===== config.mk =====
export PLATFORM = sky130hd
export DESIGN_NAME = xex_segment_repair
export DESIGN_NICKNAME = d
export VERILOG_FILES = /design/src/hdl/xsr_pkg.sv /design/src/hdl/xsr_parser.sv /design/src/hdl/xsr_emit.sv /design/src/hdl/xex_segment_repair.sv
export SDC_FILE = /design/constraint.sdc
export NUM_CORES = 1
export LEC_CHECK = 0
export ABC_AREA = 1
export BUFFER_PORTS_ARGS = -buffer_cell sky130_fd_sc_hd__buf_2
export CAP_MARGIN = 20
export CORE_ASPECT_RATIO = 2
export CORE_UTILIZATION = 50
export CTS_CLUSTER_SIZE = 20
export DETAILED_ROUTE_END_ITERATION = 10
export GPL_TIMING_DRIVEN = 0
export PLACE_DENSITY = 0.75
export SLEW_MARGIN = 20
export SYNTH_ARGS = -nofsm -noshare
export SYNTH_HDL_FRONTEND = slang
export SYNTH_SLANG_ARGS = --single-unit
export TNS_END_PERCENT = 5

===== constraint.sdc =====
create_clock -name clk -period 8.85 [get_ports clk]
set_input_delay 0.885 -clock clk [delete_from_list [all_inputs] [get_ports clk]]
set_output_delay 0.885 -clock clk [all_outputs]
set_load 0.005 [all_outputs]

===== src/hdl/xsr_pkg.sv =====
// types, constants and beat layouts for the segmented executable repair block
// no dependencies; used by every module under hdl
package xsr_pkg;

  localparam int MAX_RESULTS = 10;
  localparam int CNT_W       = 4;
  localparam int RUN_LEN     = 6;

  localparam logic [7:0]  MARKER_BYTE = 8'hFF;
  localparam logic [15:0] NO_START    = 16'hFFFF;
  localparam logic [15:0] RUN_VEC_LO  = 16'h02E0;
  localparam logic [15:0] RUN_VEC_HI  = 16'h02E1;
  localparam logic [15:0] INIT_VEC_LO = 16'h02E2;
  localparam logic [15:0] INIT_VEC_HI = 16'h02E3;
  localparam logic [7:0]  RUN_BYTE_0  = 8'hE0;
  localparam logic [7:0]  RUN_BYTE_1  = 8'h02;
  localparam logic [7:0]  RUN_BYTE_2  = 8'hE1;
  localparam logic [7:0]  RUN_BYTE_3  = 8'h02;

  localparam logic [1:0] STATUS_REPAIRED = 2'd0;
  localparam logic [1:0] STATUS_PASS     = 2'd1;
  localparam logic [1:0] STATUS_REJECTED = 2'd2;

  typedef enum logic [1:0] {
    MODE_UNDECIDED = 2'd0,
    MODE_SEGMENTED = 2'd1,
    MODE_PASS      = 2'd2,
    MODE_REJECTED  = 2'd3
  } mode_t;

  typedef struct packed {
    logic [7:0] data_byte;
    logic       final_byte;
  } in_beat_t;

  typedef struct packed {
    logic [7:0] out_byte;
    logic       byte_valid;
    logic       out_last;
    logic [1:0] file_status;
    logic       was_truncated;
    logic       run_added;
  } out_beat_t;

  // all results caused by one input byte
  typedef struct packed {
    logic [MAX_RESULTS-1:0][7:0] bytes;
    logic [CNT_W-1:0]            count;
    logic                        fin;
    logic                        status_only;
    logic [1:0]                  status;
    logic                        trunc;
    logic                        added;
  } burst_t;

endpackage


===== src/hdl/xsr_parser.sv =====
// parser state and the per-byte result list
// depends on xsr_pkg
module xsr_parser (
  input  logic              clk,
  input  logic              rst,
  input  logic              accept,
  input  xsr_pkg::in_beat_t beat,
  output xsr_pkg::burst_t   burst,
  output logic              has_results
);

  xsr_pkg::mode_t  mode, mode_next;
  logic [2:0][7:0] hdr, hdr_next;
  logic [1:0]      hdr_count, hdr_count_next;
  logic            marker_checked, marker_checked_next;
  logic [16:0]     seg_remaining, seg_remaining_next;
  logic [15:0]     first_start, first_start_next;
  logic            run_seen, run_seen_next;
  logic            init_seen, init_seen_next;
  logic            dropping, dropping_next;

  always_comb begin
    logic [7:0]         d;
    logic               fin;
    logic [3:0][7:0]    lead;
    logic [2:0]         lead_n;
    logic [1:0]         tail_n;
    logic               add;
    logic [15:0]        start_w, stop_w;
    logic [xsr_pkg::CNT_W-1:0] base, cnt, ix, rel;
    logic [7:0]         entry;

    d   = beat.data_byte;
    fin = beat.final_byte;
    mode_next           = mode;
    hdr_next            = hdr;
    hdr_count_next      = hdr_count;
    marker_checked_next = marker_checked;
    seg_remaining_next  = seg_remaining;
    first_start_next    = first_start;
    run_seen_next       = run_seen;
    init_seen_next      = init_seen;
    dropping_next       = dropping;
    lead    = '0;
    lead_n  = 3'd0;
    start_w = {hdr[1], hdr[0]};
    stop_w  = {d, hdr[2]};

    unique case (mode)
      xsr_pkg::MODE_UNDECIDED: begin
        if (hdr_count == 2'd0) begin
          if (d != xsr_pkg::MARKER_BYTE) begin
            mode_next = xsr_pkg::MODE_PASS;
            lead[0]   = d;
            lead_n    = 3'd1;
          end else if (fin) begin
            mode_next = xsr_pkg::MODE_REJECTED;
          end else begin
            hdr_count_next = 2'd1;
          end
        end else begin
          hdr_count_next = 2'd0;
          if (d == xsr_pkg::MARKER_BYTE) begin
            mode_next           = xsr_pkg::MODE_SEGMENTED;
            marker_checked_next = 1'b0;
            lead[0]             = xsr_pkg::MARKER_BYTE;
            lead[1]             = xsr_pkg::MARKER_BYTE;
            lead_n              = 3'd2;
          end else begin
            mode_next = xsr_pkg::MODE_REJECTED;
          end
        end
      end
      xsr_pkg::MODE_SEGMENTED: begin
        if (dropping) begin
          lead_n = 3'd0;
        end else if (seg_remaining != 17'd0) begin
          lead[0]            = d;
          lead_n             = 3'd1;
          seg_remaining_next = seg_remaining - 17'd1;
        end else if (hdr_count == 2'd1 && !marker_checked &&
                     hdr[0] == xsr_pkg::MARKER_BYTE && d == xsr_pkg::MARKER_BYTE) begin
          // optional marker at a segment boundary
          hdr_count_next      = 2'd0;
          marker_checked_next = 1'b1;
        end else begin
          if (hdr_count == 2'd1) marker_checked_next = 1'b1;
          if (hdr_count != 2'd3) begin
            hdr_next[hdr_count] = d;
            hdr_count_next      = hdr_count + 2'd1;
          end else begin
            hdr_count_next      = 2'd0;
            marker_checked_next = 1'b0;
            if (start_w > stop_w) begin
              dropping_next = 1'b1;
            end else begin
              lead[0] = hdr[0];
              lead[1] = hdr[1];
              lead[2] = hdr[2];
              lead[3] = d;
              lead_n  = 3'd4;
              if (first_start == xsr_pkg::NO_START) first_start_next = start_w;
              if (start_w <= xsr_pkg::RUN_VEC_LO && stop_w >= xsr_pkg::RUN_VEC_HI)
                run_seen_next = 1'b1;
              if (start_w <= xsr_pkg::INIT_VEC_LO && stop_w >= xsr_pkg::INIT_VEC_HI)
                init_seen_next = 1'b1;
              seg_remaining_next = {1'b0, stop_w} - {1'b0, start_w} + 17'd1;
            end
          end
        end
      end
      xsr_pkg::MODE_PASS: begin
        lead[0] = d;
        lead_n  = 3'd1;
      end
      default: begin
        lead_n = 3'd0;
      end
    endcase

    // short trailing header goes out as it stands
    tail_n = (fin && mode_next == xsr_pkg::MODE_SEGMENTED && !dropping_next &&
              seg_remaining_next == 17'd0) ? hdr_count_next : 2'd0;
    add    = fin && mode_next == xsr_pkg::MODE_SEGMENTED && !run_seen_next &&
             !init_seen_next;
    base   = {1'b0, lead_n} + {2'b00, tail_n};
    cnt    = base + (add ? xsr_pkg::CNT_W'(xsr_pkg::RUN_LEN) : '0);

    burst.status_only = fin && cnt == '0;
    burst.count       = burst.status_only ? xsr_pkg::CNT_W'(1) : cnt;
    burst.fin         = fin;
    burst.trunc       = dropping_next;
    burst.added       = add;
    unique case (mode_next)
      xsr_pkg::MODE_SEGMENTED: burst.status = xsr_pkg::STATUS_REPAIRED;
      xsr_pkg::MODE_REJECTED:  burst.status = xsr_pkg::STATUS_REJECTED;
      default:                 burst.status = xsr_pkg::STATUS_PASS;
    endcase

    for (int i = 0; i < xsr_pkg::MAX_RESULTS; i++) begin
      ix    = xsr_pkg::CNT_W'(i);
      entry = 8'h00;
      if (ix < {1'b0, lead_n}) begin
        entry = lead[ix[1:0]];
      end else if (ix < base) begin
        rel   = ix - {1'b0, lead_n};
        entry = hdr_next[rel[1:0]];
      end else if (add && ix < cnt) begin
        rel = ix - base;
        unique case (rel[2:0])
          3'd0:    entry = xsr_pkg::RUN_BYTE_0;
          3'd1:    entry = xsr_pkg::RUN_BYTE_1;
          3'd2:    entry = xsr_pkg::RUN_BYTE_2;
          3'd3:    entry = xsr_pkg::RUN_BYTE_3;
          3'd4:    entry = first_start_next[7:0];
          default: entry = first_start_next[15:8];
        endcase
      end
      burst.bytes[i] = entry;
    end
    has_results = burst.count != '0;
  end

  always_ff @(posedge clk) begin
    if (rst || (accept && beat.final_byte)) begin
      mode           <= xsr_pkg::MODE_UNDECIDED;
      hdr_count      <= 2'd0;
      marker_checked <= 1'b0;
      seg_remaining  <= 17'd0;
      first_start    <= xsr_pkg::NO_START;
      run_seen       <= 1'b0;
      init_seen      <= 1'b0;
      dropping       <= 1'b0;
    end else if (accept) begin
      mode           <= mode_next;
      hdr_count      <= hdr_count_next;
      marker_checked <= marker_checked_next;
      seg_remaining  <= seg_remaining_next;
      first_start    <= first_start_next;
      run_seen       <= run_seen_next;
      init_seen      <= init_seen_next;
      dropping       <= dropping_next;
    end
  end

  always_ff @(posedge clk) begin
    if (accept) hdr <= hdr_next;
  end

endmodule


===== src/hdl/xsr_emit.sv =====
// result buffer for one byte's burst and the output register
// depends on xsr_pkg
module xsr_emit (
  input  logic               clk,
  input  logic               rst,
  input  logic               load,
  input  xsr_pkg::burst_t    load_burst,
  output logic               can_load,
  output logic               valid,
  input  logic               stall,
  output xsr_pkg::out_beat_t beat
);

  xsr_pkg::burst_t           pend;
  logic [xsr_pkg::CNT_W-1:0] idx;
  logic                      busy;
  logic                      pop;
  logic                      last_entry;

  assign last_entry = idx == pend.count - xsr_pkg::CNT_W'(1);
  assign pop        = busy && (!valid || !stall);
  assign can_load   = !busy || (pop && last_entry);

  always_ff @(posedge clk) begin
    if (rst) begin
      busy  <= 1'b0;
      valid <= 1'b0;
      idx   <= '0;
    end else begin
      if (load) begin
        busy <= 1'b1;
      end else if (pop && last_entry) begin
        busy <= 1'b0;
      end
      if (load) begin
        idx <= '0;
      end else if (pop) begin
        idx <= idx + xsr_pkg::CNT_W'(1);
      end
      if (pop) begin
        valid <= 1'b1;
      end else if (!stall) begin
        valid <= 1'b0;
      end
    end
  end

  always_ff @(posedge clk) begin
    if (load) pend <= load_burst;
    if (pop) begin
      beat.out_byte      <= pend.status_only ? 8'h00 : pend.bytes[idx];
      beat.byte_valid    <= !pend.status_only;
      beat.out_last      <= pend.fin && last_entry;
      beat.file_status   <= pend.status;
      beat.was_truncated <= pend.trunc;
      beat.run_added     <= pend.added;
    end
  end

endmodule


===== src/hdl/xex_segment_repair.sv =====
// path: a byte's results pass the burst buffer, then the output register
// throughput: one input byte per cycle while the output is not stalled and each byte
//   gives at most one result; a byte giving more (up to ten) holds the output port
// reset: synchronous, active high; parser returns to undecided, buffers empty
// depends on xsr_pkg, xsr_parser, xsr_emit
module xex_segment_repair (
  input  logic               clk,
  input  logic               rst,
  input  logic               raw_valid,
  output logic               raw_stall,
  input  xsr_pkg::in_beat_t  raw,
  output logic               fixed_valid,
  input  logic               fixed_stall,
  output xsr_pkg::out_beat_t fixed
);

  // a byte is taken whenever the burst buffer is free or drains its last entry
  logic            accept;
  logic            can_load;
  logic            has_results;
  xsr_pkg::burst_t burst;

  assign raw_stall = !can_load;
  assign accept    = raw_valid && !raw_stall;

  // parser: format decision, header collection, segment counting, vector checks
  xsr_parser u_parser (
    .clk         (clk),
    .rst         (rst),
    .accept      (accept),
    .beat        (raw),
    .burst       (burst),
    .has_results (has_results)
  );

  // bytes that only feed the parser (held headers, markers, dropped tail)
  // never occupy the burst buffer
  xsr_emit u_emit (
    .clk        (clk),
    .rst        (rst),
    .load       (accept && has_results),
    .load_burst (burst),
    .can_load   (can_load),
    .valid      (fixed_valid),
    .stall      (fixed_stall),
    .beat       (fixed)
  );

`ifndef SYNTHESIS
  // a status-only beat only ever closes a file
  a_status_only_last: assert property (@(posedge clk) disable iff (rst)
    fixed_valid && !fixed.byte_valid |-> fixed.out_last)
    else $error("status-only beat without last");

  // appended run segment only for a segmented file
  a_run_needs_segments: assert property (@(posedge clk) disable iff (rst)
    fixed_valid && fixed.run_added |-> fixed.file_status == xsr_pkg::STATUS_REPAIRED)
    else $error("run segment on a non-segmented file");

  // a rejected file yields no data bytes
  a_reject_no_bytes: assert property (@(posedge clk) disable iff (rst)
    fixed_valid && fixed.file_status == xsr_pkg::STATUS_REJECTED |-> !fixed.byte_valid)
    else $error("data byte on a rejected file");

  // a byte with results is never taken while an earlier burst still has entries
  a_no_overrun: assert property (@(posedge clk) disable iff (rst)
    accept && has_results |-> can_load)
    else $error("burst buffer overrun");
`endif

endmodule

==> impl_metrics.prom, run 1 <==
# TYPE chip_impl_metric gauge
chip_impl_info{name="status",value="completed"} 1
chip_impl_metric{name="final_layout_size_suffix_gt1_share",unit="%"} 9.14
chip_impl_metric{name="cts_max_path_buffers",unit=""} 2
chip_impl_metric{name="clock_sink_count",unit=""} 175
chip_impl_metric{name="synth_cells",unit=""} 1908
chip_impl_metric{name="synth.net_count",unit=""} 1982
chip_impl_metric{name="wirelength",unit="mm"} 61.7
chip_impl_metric{name="place_area",unit="um^2"} 14200
chip_impl_metric{name="flow.area_growth_from_synthesis",unit="%"} 8.83
chip_impl_metric{name="syn-cell-area",unit="um^2"} 13600
chip_impl_metric{name="grt_pass1_vias",unit=""} 13900
chip_impl_metric{name="post-route-period-util",unit="%"} 92.3
chip_impl_metric{name="critical-path-max-stage-delay",unit="ns"} 0.75
chip_impl_metric{name="final_max_slew_viol_count",unit=""} 0
chip_impl_metric{name="grt_overflow",unit=""} 0
chip_impl_metric{name="io_pins",unit=""} 29
chip_impl_info{name="capturing_element_type_of_the_critical_path",value="flip-flop"} 1
chip_impl_metric{name="worst-endpoint-required",unit="ns"} 9.01
chip_impl_metric{name="synth_sequential_area_ratio",unit="%"} 35.2
chip_impl_metric{name="die_h",unit="um"} 235
chip_impl_metric{name="core_area",unit="um^2"} 26800
chip_impl_metric{name="cts_buffers",unit=""} 17
chip_impl_info{name="cp-start-kind",value="flip-flop"} 1
chip_impl_metric{name="timing.final.hold_violations",unit=""} 0
chip_impl_metric{name="final_net_count",unit=""} 2031
chip_impl_info{name="cts.root.buffer_cell",value="clkbuf_16"} 1
chip_impl_metric{name="design_area",unit="um^2"} 14800
chip_impl_metric{name="drt-initial-drc-count",unit=""} 1524
chip_impl_metric{name="seq_area",unit="um^2"} 4780
chip_impl_metric{name="edff_count_synth",unit=""} 128
chip_impl_metric{name="syn_area_per_cell",unit="um^2"} 7.12
chip_impl_metric{name="number_of_distinct_library_cells_after_synthesis",unit=""} 59
chip_impl_metric{name="initial_core_util",unit="%"} 50.7
chip_impl_metric{name="wl_per_cell",unit="um"} 26.6
chip_impl_metric{name="leakage",unit="uW"} 0.00675
chip_impl_metric{name="io_buffers",unit=""} 28
chip_impl_metric{name="antenna_violating_nets_post_route",unit=""} 0
chip_impl_info{name="tritoncts",value="yes"} 1
chip_impl_metric{name="core.rowCount",unit=""} 85
chip_impl_metric{name="clock_tree.htree_level_count",unit=""} 4
chip_impl_metric{name="post_cts.resized_instances",unit=""} 0
chip_impl_metric{name="max_freq",unit="GHz"} 0.122
chip_impl_metric{name="cp.arrival",unit="ns"} 8.33
chip_impl_metric{name="setup-violations-final",unit=""} 0
chip_impl_metric{name="wire_length_of_the_first_global_routing_pass",unit="mm"} 88.8
chip_impl_metric{name="setup_tns",unit="ns"} 0
chip_impl_metric{name="powerDensity",unit="nW/um^2"} 187
chip_impl_metric{name="antenna_found_initial",unit=""} 3
chip_impl_metric{name="critical_path_peak_fanout",unit=""} 9
chip_impl_metric{name="maximum_number_of_pins_on_one_net_before_global_route_repair",unit=""} 63
chip_impl_metric{name="vias_per_cell",unit=""} 6.14
chip_impl_info{name="holdCritPathClass",value="reg2reg"} 1
chip_impl_metric{name="postCtsSetupRepairBufs",unit=""} 0
chip_impl_metric{name="grt_util_all_layers",unit="%"} 44.9
chip_impl_metric{name="fillerInstances",unit=""} 2699
chip_impl_metric{name="die_x",unit="um"} 119
chip_impl_metric{name="post_layout_minimum_cycle_time",unit="ns"} 8.17
chip_impl_metric{name="rrSetupSlack",unit="ns"} 0.68
chip_impl_metric{name="detailedPlacementHpwl",unit="mm"} 49.2
chip_impl_metric{name="clkLatencyLatePin",unit="ns"} 0.47
chip_impl_metric{name="remaining_drc_errors",unit=""} 0
chip_impl_info{name="critical-path-slowest-cell",value="o22ai_1"} 1
chip_impl_metric{name="cap_violations",unit=""} 0
chip_impl_metric{name="synth-warning-count",unit=""} 0
chip_impl_metric{name="cts_hold_buffers",unit=""} 0
chip_impl_metric{name="ir_worst_vdd",unit="uV"} 138
chip_impl_info{name="layout_commonest_cell",value="nand2_1"} 1
chip_impl_info{name="ys_dominant_reg_cell",value="edfxtp_1"} 1
chip_impl_info{name="path_class",value="reg2reg"} 1
chip_impl_metric{name="worstPathBufferInverterCount",unit=""} 5
chip_impl_metric{name="area_of_the_multi_input_gates",unit="um^2"} 7640
chip_impl_metric{name="clock-skew-final",unit="ns"} 0.0130
chip_impl_info{name="layout.cells.most_common_list",value="nand2_1 (519), inv_1 (203), nor2_1 (167), nand3_1 (150), a21oi_1 (137)"} 1
chip_impl_info{name="critical-path-top-cell-by-count",value="nor2_1"} 1
chip_impl_metric{name="routed-via-count",unit=""} 14200
chip_impl_metric{name="worst_slew_pin_slew",unit="ns"} 1.04
chip_impl_metric{name="finalCoreUtilization",unit="%"} 55.1
chip_impl_metric{name="async_set_or_reset_flop_fraction_in_the_synthesized_netlist",unit="%"} 0
chip_impl_metric{name="dieArea",unit="um^2"} 27900
chip_impl_info{name="rsz0062_at_grt",value="false"} 1
chip_impl_metric{name="globalplace.congestion",unit=""} 1.07
chip_impl_metric{name="maxSlewHeadroom",unit="%"} 29.9
chip_impl_metric{name="first_pass_iters",unit=""} 6
chip_impl_info{name="crit_family",value="simple AND/OR/NAND/NOR gates"} 1
chip_impl_metric{name="yosys_register_bits",unit=""} 175
chip_impl_metric{name="clkSlewWorstSetupHoldPaths",unit="ns"} 0.08
==> logic make-up after synthesis <==
kind of cell / count (synthesis) / synth area share, %
simple gates: 947 / 31.4
compound gates: 415 / 17.6
buf+inv: 290 / 8.56
flops: 175 / 35.2
fa+ha+maj: 61 / 5.84
xor+xnor: 20 / 1.29
==> cell type report <==
type                    instances  area share [%]
flip-flops and latches        175            32.4
clock inverters                11           0.661
diodes                          3          0.0508
multi-input cells            1443            51.7
clock buffers                  21            3.12
inverters                     231            5.92
plain buffers                  59            1.96
well taps                     348            2.95
repair buffers                 30            1.27
==> final timing paths <==
check,startpoint,end,cells past startpoint
min reg2reg,u_emit.pend[3]$_DFFE_PP_,u_emit.beat[3]$_DFFE_PP_,0
min,u_emit.pend[3]$_DFFE_PP_,u_emit.beat[3]$_DFFE_PP_,0
max,u_parser.hdr[3]$_DFFE_PP_,u_emit.pend[42]$_DFFE_PP_,26
max reg2reg,u_parser.hdr[3]$_DFFE_PP_,u_emit.pend[42]$_DFFE_PP_,26
==> state kept, by name, indices dropped and copies added, names as in the netlist <==
| name | count |
|---|---|
| u_emit.beat | 14 |
| u_emit.busy | 1 |
| u_emit.idx | 4 |
| u_emit.pend | 90 |
| u_emit.valid | 1 |
| u_parser.dropping | 1 |
| u_parser.first_start | 16 |
| u_parser.hdr | 24 |
| u_parser.hdr_count | 2 |
| u_parser.init_seen | 1 |
| u_parser.marker_checked | 1 |
| u_parser.mode | 2 |
| u_parser.run_seen | 1 |
| u_parser.seg_remaining | 17 |
==> per-layer routing <==
| layer | part of all wire [%] | global-route usage [%] | up-vias | wire length (um) |
|---|---|---|---|---|
| met3 | 6.9 | 12.0 | 392 | 4250 |
| met4 | 14 | 54.6 | 0 | 8920 |
| met1 | 29 | 38.1 | 6529 | 18100 |
| li1 | - | - | 6536 | - |
| met2 | 49 | 76.8 | 789 | 30400 |
| met5 | 0 | 0 | - | 0 |
==> metrics by stage <==
step	setup WS (ns)	instances	power, uW	hold slack (ns)
floorplan	1.24	1908	1630	0.400
global placement	-1.27	2284	1980	0.401
detailed placement	0.754	2286	1990	0.408
CTS	1.02	2318	2720	0.425
global route	0.601	2318	2860	0.430
finish	0.682	2321	2770	0.427
==> synthesized netlist by cell type (3+ instances only) <==
| cell type | instances | area (um^2) |
|---|---|---|
| inv_4 | 3 | 18.8 |
| nand2_1 | 520 | 1950 |
| o221ai_1 | 20 | 175 |
| a31oi_1 | 4 | 25.0 |
| o211ai_1 | 21 | 158 |
| nor3_2 | 4 | 40.0 |
| nor2_2 | 9 | 56.3 |
| buf_2 | 8 | 40.0 |
| o21ai_2 | 12 | 105 |
| a22oi_1 | 6 | 45.0 |
| o21ai_1 | 28 | 140 |
| buf_6 | 5 | 56.3 |
| nor2_1 | 167 | 627 |
| inv_2 | 24 | 90.1 |
| buf_1 | 4 | 15.0 |
| xor2_1 | 16 | 140 |
| nor3_1 | 16 | 80.1 |
| fa_1 | 4 | 80.1 |
| a21boi_0 | 3 | 22.5 |
| dfxtp_1 | 47 | 941 |
| nand3b_1 | 6 | 45.0 |
| o21ai_0 | 136 | 681 |
| xnor2_1 | 4 | 35.0 |
| nor2_8 | 3 | 60.1 |
| nor2_4 | 7 | 78.8 |
| o21a_1 | 4 | 30.0 |
| inv_1 | 203 | 762 |
| o21bai_1 | 5 | 37.5 |
| nand4_1 | 26 | 163 |
| a21oi_1 | 137 | 686 |
| a211oi_1 | 5 | 37.5 |
| edfxtp_1 | 128 | 3840 |
| nand3_1 | 150 | 751 |
| ha_1 | 57 | 713 |
| nand2_4 | 7 | 78.8 |
| o22ai_1 | 24 | 150 |
| nand2_2 | 17 | 106 |
| clkbuf_1 | 39 | 146 |
==> where the power goes <==
part	switching, uW	leakage (uW)	total, uW	internal [uW]
sequential	75.5	0.00165	1080	1000
combinational	692	0.00482	941	248
clock	364	0.000274	749	384
No activity file was read; power rests on OpenSTA's default activity.
==> run 2: changes to the inputs <==
--- a/config.mk
+++ b/config.mk
@@ -13,6 +13,7 @@
 export CTS_CLUSTER_SIZE = 20
 export DETAILED_ROUTE_END_ITERATION = 10
 export GPL_TIMING_DRIVEN = 0
+export HOLD_SLACK_MARGIN = 0.02
 export PLACE_DENSITY = 0.75
 export SLEW_MARGIN = 20
 export SYNTH_ARGS = -nofsm -noshare
==> constraint.sdc (replaced) <==
create_clock -name clk -period 8.85 [get_ports clk]
set_input_delay 1.3275 -clock clk [delete_from_list [all_inputs] [get_ports clk]]
set_output_delay 1.3275 -clock clk [all_outputs]
set_load 0.005 [all_outputs]
==> run 2 against run 1 <==
Routed wire length grew 0.69%. Die area is the same. Sequential power is essentially flat. Clock skew is essentially flat. Critical path depth grew 3. Clock power is essentially flat. Critical endpoint unchanged.
==> impl_metrics.prom, run 2 (synthesis results as in run 1) <==
# TYPE chip_impl_metric gauge
chip_impl_metric{name="antenna_found_initial",unit=""} 3
chip_impl_metric{name="flow.area_growth_from_synthesis",unit="%"} 8.79
chip_impl_metric{name="io_buffers",unit=""} 28
chip_impl_metric{name="io_pins",unit=""} 29
chip_impl_metric{name="postCtsSetupRepairBufs",unit=""} 0
chip_impl_metric{name="max_freq",unit="GHz"} 0.118
chip_impl_metric{name="vias_per_cell",unit=""} 6.17
chip_impl_metric{name="antenna_violating_nets_post_route",unit=""} 0
chip_impl_metric{name="clock-skew-final",unit="ns"} 0.0130
chip_impl_metric{name="clkLatencyLatePin",unit="ns"} 0.47
chip_impl_metric{name="dieArea",unit="um^2"} 27900
chip_impl_metric{name="powerDensity",unit="nW/um^2"} 188
chip_impl_metric{name="core.rowCount",unit=""} 85
chip_impl_metric{name="critical_path_peak_fanout",unit=""} 9
chip_impl_metric{name="maxSlewHeadroom",unit="%"} 28.9
chip_impl_metric{name="die_h",unit="um"} 235
chip_impl_info{name="layout.cells.most_common_list",value="nand2_1 (519), inv_1 (203), nor2_1 (167), nand3_1 (150), a21oi_1 (137)"} 1
chip_impl_metric{name="grt_pass1_vias",unit=""} 13900
chip_impl_metric{name="final_layout_size_suffix_gt1_share",unit="%"} 9.14
chip_impl_metric{name="leakage",unit="uW"} 0.00675
chip_impl_metric{name="wire_length_of_the_first_global_routing_pass",unit="mm"} 88.9
chip_impl_info{name="tritoncts",value="yes"} 1
chip_impl_metric{name="largest_reg_flops",unit=""} 90
chip_impl_metric{name="routed-via-count",unit=""} 14300
chip_impl_info{name="critical-path-top-cell-by-count",value="nor2_1"} 1
chip_impl_metric{name="wirelength",unit="mm"} 62.1
chip_impl_metric{name="initial_core_util",unit="%"} 50.7
chip_impl_info{name="path_class",value="in2reg"} 1
chip_impl_metric{name="critical-path-max-stage-delay",unit="ns"} 0.79
chip_impl_info{name="critical-path-slowest-cell",value="o22ai_1"} 1
chip_impl_metric{name="area_of_the_multi_input_gates",unit="um^2"} 7640
chip_impl_metric{name="finalCoreUtilization",unit="%"} 55.1
chip_impl_metric{name="die_x",unit="um"} 119
chip_impl_metric{name="cts_buffers",unit=""} 17
chip_impl_info{name="registers.top_by_ff_count",value="u_emit.pend"} 1
chip_impl_metric{name="setup_tns",unit="ns"} 0
chip_impl_metric{name="worst_slew_pin_slew",unit="ns"} 1.06
chip_impl_metric{name="core_area",unit="um^2"} 26800
chip_impl_metric{name="wl_per_cell",unit="um"} 26.8
chip_impl_info{name="cts.root.buffer_cell",value="clkbuf_16"} 1
chip_impl_metric{name="fillerInstances",unit=""} 2698
chip_impl_metric{name="report.power.total",unit="uW"} 2770
chip_impl_info{name="rsz0062_at_grt",value="false"} 1
chip_impl_metric{name="drt-initial-drc-count",unit=""} 1586
chip_impl_metric{name="clkSlewWorstSetupHoldPaths",unit="ns"} 0.07
chip_impl_metric{name="cp.arrival",unit="ns"} 8.63
chip_impl_metric{name="setup-violations-final",unit=""} 0
chip_impl_metric{name="remaining_drc_errors",unit=""} 0
chip_impl_metric{name="detailedPlacementHpwl",unit="mm"} 49.2
chip_impl_info{name="layout_commonest_cell",value="nand2_1"} 1
chip_impl_info{name="holdCritPathClass",value="reg2reg"} 1
chip_impl_info{name="layout_top_registers",value="u_emit.pend (90), u_parser.hdr (24), u_parser.seg_remaining (17)"} 1
chip_impl_info{name="capturing_element_type_of_the_critical_path",value="flip-flop"} 1
chip_impl_metric{name="grt_util_all_layers",unit="%"} 45.1
chip_impl_metric{name="clock_tree.htree_level_count",unit=""} 4
chip_impl_metric{name="globalplace.congestion",unit=""} 1.07
chip_impl_metric{name="maximum_number_of_pins_on_one_net_before_global_route_repair",unit=""} 63
chip_impl_metric{name="timing.final.hold_violations",unit=""} 0
chip_impl_metric{name="seq_area",unit="um^2"} 4780
chip_impl_metric{name="grt_overflow",unit=""} 0
chip_impl_metric{name="cts_max_path_buffers",unit=""} 2
chip_impl_metric{name="timing.hold.ws",unit="ns"} 0.427
chip_impl_info{name="cp-start-kind",value="primary input"} 1
chip_impl_metric{name="placed_cells_incl_taps",unit=""} 2286
chip_impl_metric{name="final_net_count",unit=""} 2031
chip_impl_metric{name="cts_hold_buffers",unit=""} 0
chip_impl_metric{name="ir_worst_vdd",unit="uV"} 136
chip_impl_metric{name="final_max_slew_viol_count",unit=""} 0
chip_impl_metric{name="post_cts.resized_instances",unit=""} 0
chip_impl_metric{name="worst-endpoint-required",unit="ns"} 9.01
chip_impl_metric{name="cap_violations",unit=""} 0
chip_impl_metric{name="clock_sink_count",unit=""} 175
chip_impl_info{name="status",value="completed"} 1
chip_impl_metric{name="post_layout_minimum_cycle_time",unit="ns"} 8.47
chip_impl_metric{name="post-route-period-util",unit="%"} 95.8
chip_impl_metric{name="first_pass_iters",unit=""} 8
chip_impl_metric{name="layoutNonFillerInstCount",unit=""} 2319
-- run 2: cell count changes in the layout (fill, tap and decap cells not counted) --
cell     change
diode_2      -2
-- run 2: power by group --
group / leakage (uW) / internal [uW] / switching [uW]
sequential: 0.00165 / 1000 / 75.9
clock: 0.000274 / 385 / 364
combinational: 0.00482 / 248 / 695
-- run 2: per-layer routing --
metal  vias up  GRT usage, %  wire length (um)
met5         -             0                26
met4         4          54.5              8900
met3       388          12.6              4500
met2       753          76.8             30500
met1      6621          38.1             18200
li1       6546             -                 -
-- run 2: final cells by class --
class,instances,share of cell area [%]
repair buffers,30,1.27
diodes,1,0.0169
flip-flops and latches,175,32.4
clock buffers,21,3.13
multi-input cells,1443,51.7
plain buffers,59,1.96
clock inverters,11,0.661
well taps,348,2.95
inverters,231,5.92
-- run 2: per-stage QoR --
stage / instance area [um^2] / setup WS, ns
6_report: 14800 / 0.376
5_1_grt: 14800 / 0.206
4_1_cts: 14800 / 0.794
3_5_place_dp: 14200 / 0.311
3_3_place_gp: 14200 / -1.71
2_1_floorplan: 13600 / 0.800
-- run 2: final timing paths --
kind,startpoint,to,slack [ns],cells after the start
worst max-delay path,raw[7],u_emit.pend[42]$_DFFE_PP_,0.38,29
worst min-delay path,u_emit.pend[3]$_DFFE_PP_,u_emit.beat[3]$_DFFE_PP_,0.43,0
worst max register to register,u_parser.hdr[0]$_DFFE_PP_,u_emit.pend[42]$_DFFE_PP_,0.60,33
worst min register to register,u_emit.pend[3]$_DFFE_PP_,u_emit.beat[3]$_DFFE_PP_,0.43,0
-- run 2: worst max-delay path, delay by kind of cell --
kind | cells | cell delay (ns)
compound gates | 5 | 2.18
fa+ha+maj | 4 | 1.30
buf+inv | 6 | 1.05
simple gates | 14 | 2.75
